### config.mk
export PLATFORM = sky130hd
export DESIGN_NAME = gbn_ctrl
export DESIGN_NICKNAME = d
export VERILOG_FILES = /design/src/rtl/core/gbn_pkg.sv /design/src/rtl/core/gbn_ctrl.sv
export SDC_FILE = /design/constraint.sdc
export NUM_CORES = 1
export LEC_CHECK = 0
export BUFFER_PORTS_ARGS = -buffer_cell sky130_fd_sc_hd__buf_2
export CAP_MARGIN = 10
export CORE_AREA = 8 8 45 47
export CTS_CLUSTER_SIZE = 25
export DETAILED_ROUTE_END_ITERATION = 10
export DIE_AREA = 0 0 53 55
export GPL_TIMING_DRIVEN = 1
export SLEW_MARGIN = 30
export SYNTH_ARGS = -nofsm -noshare
export SYNTH_HDL_FRONTEND = slang
export SYNTH_SLANG_ARGS = --single-unit
### constraint.sdc
create_clock -name clk -period 1.6 [get_ports clk]
set_clock_uncertainty 0.1 [all_clocks]
set_input_delay 0.08 -clock clk [delete_from_list [all_inputs] [get_ports clk]]
set_output_delay 0.08 -clock clk [all_outputs]
set_load 0.02 [all_outputs]
### src/rtl/core/gbn_pkg.sv
// ----------------------------------------------------------------------------
// gbn_pkg: shared types and constants for the greedy box suppression block
// Holds default sizes, field widths and the controller/datapath interface.
// ----------------------------------------------------------------------------
package gbn_pkg;

  localparam int unsigned MaxKeptDefault = 256;
  localparam logic [15:0] IouThresholdReset = 16'd29491;
  localparam int unsigned CoordWidth = 15;
  localparam int unsigned AreaWidth = 30;

  // Commands from the controller to the datapath.
  typedef struct packed {
    logic load;      // capture the input box
    logic clear_acc; // start a new scan over kept boxes
    logic compare;   // registered compare of the entry read last cycle
    logic read_en;   // read one kept entry
    logic finish;    // decide, store and build the result
  } gbn_cmd_t;

  // Status from the datapath to the controller.
  typedef struct packed {
    logic scan_done;   // every kept entry has been read
    logic pipe_empty;  // no compare still in flight
  } gbn_status_t;

endpackage

### src/rtl/core/gbn_ctrl.sv
// ----------------------------------------------------------------------------
// gbn_ctrl: sequencer for input transfer, store scan and result hand-off
// ----------------------------------------------------------------------------
module gbn_ctrl (
  input  logic                 clk,
  input  logic                 rst,
  input  logic                 in_valid,
  output logic                 in_stall,
  output logic                 out_valid,
  input  logic                 out_stall,
  output gbn_pkg::gbn_cmd_t     cmd,
  input  gbn_pkg::gbn_status_t  status
);
  import gbn_pkg::*;

  typedef enum logic [1:0] {S_IDLE, S_SCAN, S_DRAIN, S_DONE} state_t;
  state_t state;

  // A new box may enter when idle and the held result is absent or leaves.
  logic take;
  assign in_stall = !(state == S_IDLE && (!out_valid || !out_stall));
  assign take = in_valid && !in_stall;

  always_comb begin
    cmd = '0;
    cmd.load = take;
    cmd.clear_acc = take;
    cmd.compare = 1'b1;
    cmd.read_en = (state == S_SCAN) && !status.scan_done;
    cmd.finish = (state == S_DRAIN) && status.pipe_empty;
  end

  // State and result valid.
  always_ff @(posedge clk) begin
    if (rst) begin
      state <= S_IDLE;
      out_valid <= 1'b0;
    end else begin
      if (out_valid && !out_stall) out_valid <= 1'b0;
      unique case (state)
        S_IDLE: if (take) state <= S_SCAN;
        S_SCAN: if (status.scan_done) state <= S_DRAIN;
        S_DRAIN: if (status.pipe_empty) state <= S_DONE;
        S_DONE: begin
          out_valid <= 1'b1;
          state <= S_IDLE;
        end
        default: state <= S_IDLE;
      endcase
    end
  end

`ifndef NO_ASSERTIONS
  a_no_take_busy: assert property (@(posedge clk) disable iff (rst)
    (state != S_IDLE) |-> in_stall) else $error("transfer taken while busy");
  a_done_valid: assert property (@(posedge clk) disable iff (rst)
    (state == S_DONE) |=> out_valid) else $error("result not presented");
  a_one_finish: assert property (@(posedge clk) disable iff (rst)
    cmd.finish |=> !cmd.finish) else $error("double finish");
`endif
endmodule

==> out/metrics.yaml, run 1 <==
total_power_w: 0.000564
die_x_um: 53
num_antenna_cells: 0
yosys_warnings: 0
rows: 14
startpoint_type: "flip-flop"
clk_latency_ns: 0.23
place_ws_ns: 0.175
syn-num-nets: 39
avgSynthCellArea_sq_um: 8.20
drt-wirelength-per-cell_um: 9.26
fp.coreArea_sq_um: 1380
yosys.area.top_type: "dfxtp_1"
io_buffers: 11
die-height_um: 55
ir_drop_uv: 427
r2r_slack_ns: 0.18
gr-total-overflow: 0
drive_gt1_frac: 0.357
synth-edff-count: 0
cts_buffer_depth: 2
syn2layout_area_growth_pct: 37.4
synth_common_cells: "ha_1, inv_1, nand2_1"
drt_first_pass_iters: 2
maxCapViolations: 0
initial_core_util: 0.172
slew_viol_final: 0
ant_nets: 0
ys_top_cells_by_area: "dfxtp_1, ha_1, buf_4, inv_1, nand2_1"
fmax_mhz: 689
vias: 227
synth_area_sq_um: 238
clock_sinks: 3
postCtsSetupBuffers: 0
rsz0062_at_grt: "false"
setup-violations-final: 0
crit_fanout: 4
die_area_sq_um: 2920
drc: 0
worstHoldStart: "out_stall"
reg2reg_from: "state[1]"
finalHoldViolations: 0
cts-root-buf: "clkbuf_4"
tritoncts: "yes"
syn_inst: 29
criticalPathCategory: "flip-flop to primary output"
placed_cells: 53
cellLeakagePower_nw: 0.184
place_hpwl_um: 478
status: "completed"
routabilityCongestion: 0.641
nets: 53
antenna_found_initial: 0
post-route-worst-setup-slack_ns: 0.148
r2r-end: "state[1]"
end_kind: "primary output"
timing.final.crit_share: 0.907
grt_max_degree: 5
cp.required_ns: 1.42
synth_cell_types: 15
grt.total_usage: 0.0387
numCtsBuffers: 3
grt_pass1_wl_um: 793
ff2ff_path_depth: 5
grt_pass1_vias: 220
ys_seq_area_frac: 0.253
routed_wl_um: 537
powerDensity_nw_per_um2: 1730
drt_iter0_drc: 4
whs_path_depth: 3
cp.arrival_ns: 1.27
hp-class: "primary input to flip-flop"
min_to: "out_valid"
ys.flop_type: "dfxtp_1"
fin_cells: 58
postSynth.asyncResetShare: 0
clkSlewWorstSetupHoldPaths_ns: 0.04
fin_crit_ns: 1.45
final_util: 0.236
synth_top_area_frac: 0.253
cts_htree_levels: 1
synth-seq-cells: 3
drt-vias-per-instance: 3.91
io_pins: 13
tns_ns: 0
[cell families after synthesis]
logic type,after synthesis,synth area share
buffers and inverters,7,0.158
other,1,0.0158
AOI/OAI and AO/OA,5,0.158
muxes,1,0.0421
adders and majority gates,4,0.211
and+or+nand+nor,8,0.163
DFF,3,0.253
[worst max path at each step]
stage | start | to | slack [ns] | cells past startpoint
after floorplan | state[1] | state[1] | 0.15 | 5
after global placement | state[1] | state[1] | 0.22 | 5
after detailed placement | state[1] | state[1] | 0.18 | 5
after CTS | state[0] | cmd[4] | 0.14 | 4
after global routing | state[0] | cmd[4] | 0.05 | 4
final | state[0] | cmd[4] | 0.15 | 4
[final cells by class]
| cell class | count | area [sq um] |
|---|---|---|
| Fill cell | 155 | 1060 |
| Multi-Input combinational cell | 19 | 140 |
| Timing Repair Buffer | 12 | 65.1 |
| Sequential cell | 3 | 60.1 |
| Clock buffer | 4 | 26.3 |
| Tap cell | 16 | 20.0 |
| Inverter | 4 | 15.0 |
[routing by layer]
layer / vias to the layer above / part of all wire / global-route usage
li1: 114 / - / -
met1: 106 / 0.30 / 0.0227
met2: 7 / 0.56 / 0.0703
met3: 0 / 0.14 / 0.0294
met4: 0 / 0 / 0.0388
met5: - / 0 / 0
[report_power, final]
part           internal (W)  leakage, nW  total [W]  switching [W]
registers          0.000102       0.0246   0.000128      0.0000269
logic              0.000123        0.144   0.000307       0.000183
clock network     0.0000932       0.0150   0.000129      0.0000356
[sequential cells by signal (all words and copies together) (netlist names)]
name	cells
state	2
out_valid	1
[placed cells by master, fill, tap and decap left out, types with 2 or more instances in the layout]
| master | instances |
|---|---|
| nand2_1 | 4 |
| dfxtp_1 | 3 |
| clkbuf_4 | 3 |
| ha_1 | 4 |
| a21oi_1 | 2 |
| buf_2 | 11 |
| inv_1 | 4 |
[metrics by stage]
step,hold WS [ns],instance area (sq um)
after floorplan,0.0524,238
after global placement,0.156,290
after detailed placement,0.162,290
after CTS,0.0198,327
after global routing,0.0229,327
final,0.0182,327
[what timing repair did]
item | in CTS | in global routing
hold endpoints to repair | 1 | 0
hold buffers | 1 | 0
gates resized for setup | 0 | 0
[worst max-delay path, stage by stage (launching register included)]
cell and delay (ns):
dfxtp_1 0.36, inv_1 0.09, ha_1 0.24, and3_2 0.19
buf_2 0.16
No activity file was read; power rests on OpenSTA's default activity.
==> inputs of run 2 (changes only) <==
--- a/config.mk
+++ b/config.mk
@@ -11,7 +11,8 @@
 export CTS_CLUSTER_SIZE = 25
 export DETAILED_ROUTE_END_ITERATION = 10
 export DIE_AREA = 0 0 53 55
-export GPL_TIMING_DRIVEN = 1
+export GPL_TIMING_DRIVEN = 0
+export PLACE_DENSITY = 0.44
 export SLEW_MARGIN = 30
 export SYNTH_ARGS = -nofsm -noshare
 export SYNTH_HDL_FRONTEND = slang
==> out/metrics.yaml, run 2 (synthesis gave the netlist of run 1 again) <==
status: "completed"
setup-violations-final: 0  # unchanged
ant_nets: 0  # unchanged
fmax_mhz: 669  # -2.9%
ff2ff_path_depth: 5  # unchanged
io_buffers: 11  # unchanged
final_common_cell: "buf_2"
ir_drop_uv: 460  # +7.8%
clock_sinks: 3  # unchanged
syn2layout_area_growth_pct: 47.9
numCtsBuffers: 3  # unchanged
grt_pass1_vias: 225  # +2.3%
max_flop_register: "state"
fp.coreArea_sq_um: 1380  # unchanged
rows: 14  # unchanged
vias: 227  # unchanged
grt.total_usage: 0.0393  # +0.000567
total_power_w: 0.000590  # +4.6%
cts-root-buf: "clkbuf_4"
drt_first_pass_iters: 2  # unchanged
drt-vias-per-instance: 3.72  # -4.9%
antenna_found_initial: 0  # unchanged
largest_reg_flops: 2  # unchanged
tritoncts: "yes"
power_frac_comb: 0.571  # +0.027
end_kind: "primary output"
num_antenna_cells: 0  # unchanged
reg.largest.list: "state (2), out_valid (1)"
fin_cells: 61  # +5.2%
cp.arrival_ns: 1.32  # +0.05 ns
clkSlewWorstSetupHoldPaths_ns: 0.03  # about the same
p_int_w: 0.000348  # +9.3%
gr-total-overflow: 0  # unchanged
p_switching_w: 0.000242  # -1.5%
timing.hold.ws_ns: 0.0202  # +0.00206 ns
powerDensity_nw_per_um2: 1680  # -2.8%
fill_cells: 166  # +7.1%
tns_ns: 0  # unchanged
cp.required_ns: 1.42  # about the same
die_area_sq_um: 2920  # unchanged
pwr-share-seq: 0.212  # -0.016
die_x_um: 53  # unchanged
criticalPathCategory: "flip-flop to primary output"
rsz0062_at_grt: "false"
maxCapViolations: 0  # unchanged
drive_gt1_frac: 0.422  # +0.0651
reg2reg_from: "state[1]"
whs_path_depth: 3  # unchanged
post-route-worst-setup-slack_ns: 0.105  # -0.0435 ns
fin_crit_ns: 1.50  # +0.0435 ns
cellLeakagePower_nw: 0.197  # +7.1%
drt-wirelength-per-cell_um: 8.03  # -13%
routed_wl_um: 490  # -8.8%
timing.final.crit_share: 0.935  # +0.0272
drt_iter0_drc: 1  # -3
grt_max_degree: 5  # unchanged
r2r-end: "state[1]"
routabilityCongestion: 0.654  # +2.0%
nets: 56  # +5.7%
slew_viol_final: 0  # unchanged
place_ws_ns: 0.192  # +0.0173 ns
clk_latency_ns: 0.23  # about the same
grt_pass1_wl_um: 752  # -5.2%
startpoint_type: "flip-flop"
min_to: "out_valid"
hp-class: "primary input to flip-flop"
drc: 0  # unchanged
initial_core_util: 0.172  # unchanged
cts_htree_levels: 1  # unchanged
worstHoldStart: "out_stall"
die-height_um: 55  # unchanged
placed_cells: 56  # +5.7%
swShare: 0.411  # -0.0253
finalHoldViolations: 0  # unchanged
crit_fanout: 4  # unchanged
r2r_slack_ns: 0.20  # +0.02 ns
cts_buffer_depth: 2  # unchanged
io_pins: 13  # unchanged
critPathLaunch: "state[0]"
layout_common_cells: "buf_2, inv_1, nand2_1"
pwr-share-clk: 0.217  # -0.012
[run 2: cell count changes in the layout (fill, tap and decap cells not counted), sizes merged]
cell	before	now
buf	11	14
[run 2: layout make-up]
type	instances	area, sq um	area share
well taps	16	20.0	0.0569
repair buffers	12	65.1	0.185
flip-flops and latches	3	60.1	0.171
plain buffers	3	22.5	0.0641
clock buffers	4	26.3	0.0747
inverters	4	15.0	0.0427
multi-input cells	19	143	0.406
[run 2: worst max-delay path by stage]
stage / to / slack, ns / depth (start not counted)
finish: cmd[3] / 0.10 / 5
global placement: state[1] / 0.20 / 5
CTS: cmd[3] / 0.03 / 5
detailed placement: state[1] / 0.19 / 5
floorplan: state[1] / 0.15 / 5
global route: cmd[3] / 0.01 / 5
[run 2: per-stage QoR]
stage | cell area, sq um | utilization
2_1_floorplan | 238 | -
3_3_place_gp | 313 | 0.226
3_5_place_dp | 313 | 0.226
4_1_cts | 349 | 0.252
5_1_grt | 352 | 0.254
6_report | 352 | 0.254
[run 2: worst max-delay path: stages, from the launching register on]
cell	delay, ns
dfxtp_1	0.35
inv_1	0.08
ha_2	0.20
and3_2	0.18
buf_4	0.12
buf_2	0.15
[run 2: per-layer routing]
metal	vias to the layer above	share of wire	track usage	routed length, um
met5	-	0	0	0
met4	0	0	0.0647	0
met3	0	0.15	0.0187	72
met2	6	0.57	0.0664	278
met1	99	0.28	0.0242	139
li1	122	-	-	-
[run 2: what timing repair did]
| item | 4_1_cts | 5_1_grt |
|---|---|---|
| hold buffers | 1 | 0 |
| gates resized for setup | 0 | 1 |
| buffers inserted | 0 | 0 |
| endpoints found under the hold margin | 1 | 0 |
| endpoints found under the setup margin | 0 | 2 |
[run 2: power groups by stage]
stage | sequential, W | combinational (W) | clock (W)
final | 0.000125 | 0.000337 | 0.000128
after global routing | 0.000128 | 0.000382 | 0.000143
after CTS | 0.000126 | 0.000341 | 0.000136
after detailed placement | 0.000127 | 0.000339 | 0
after global placement | 0.000126 | 0.000337 | 0
after floorplan | 0.000125 | 0.000247 | 0
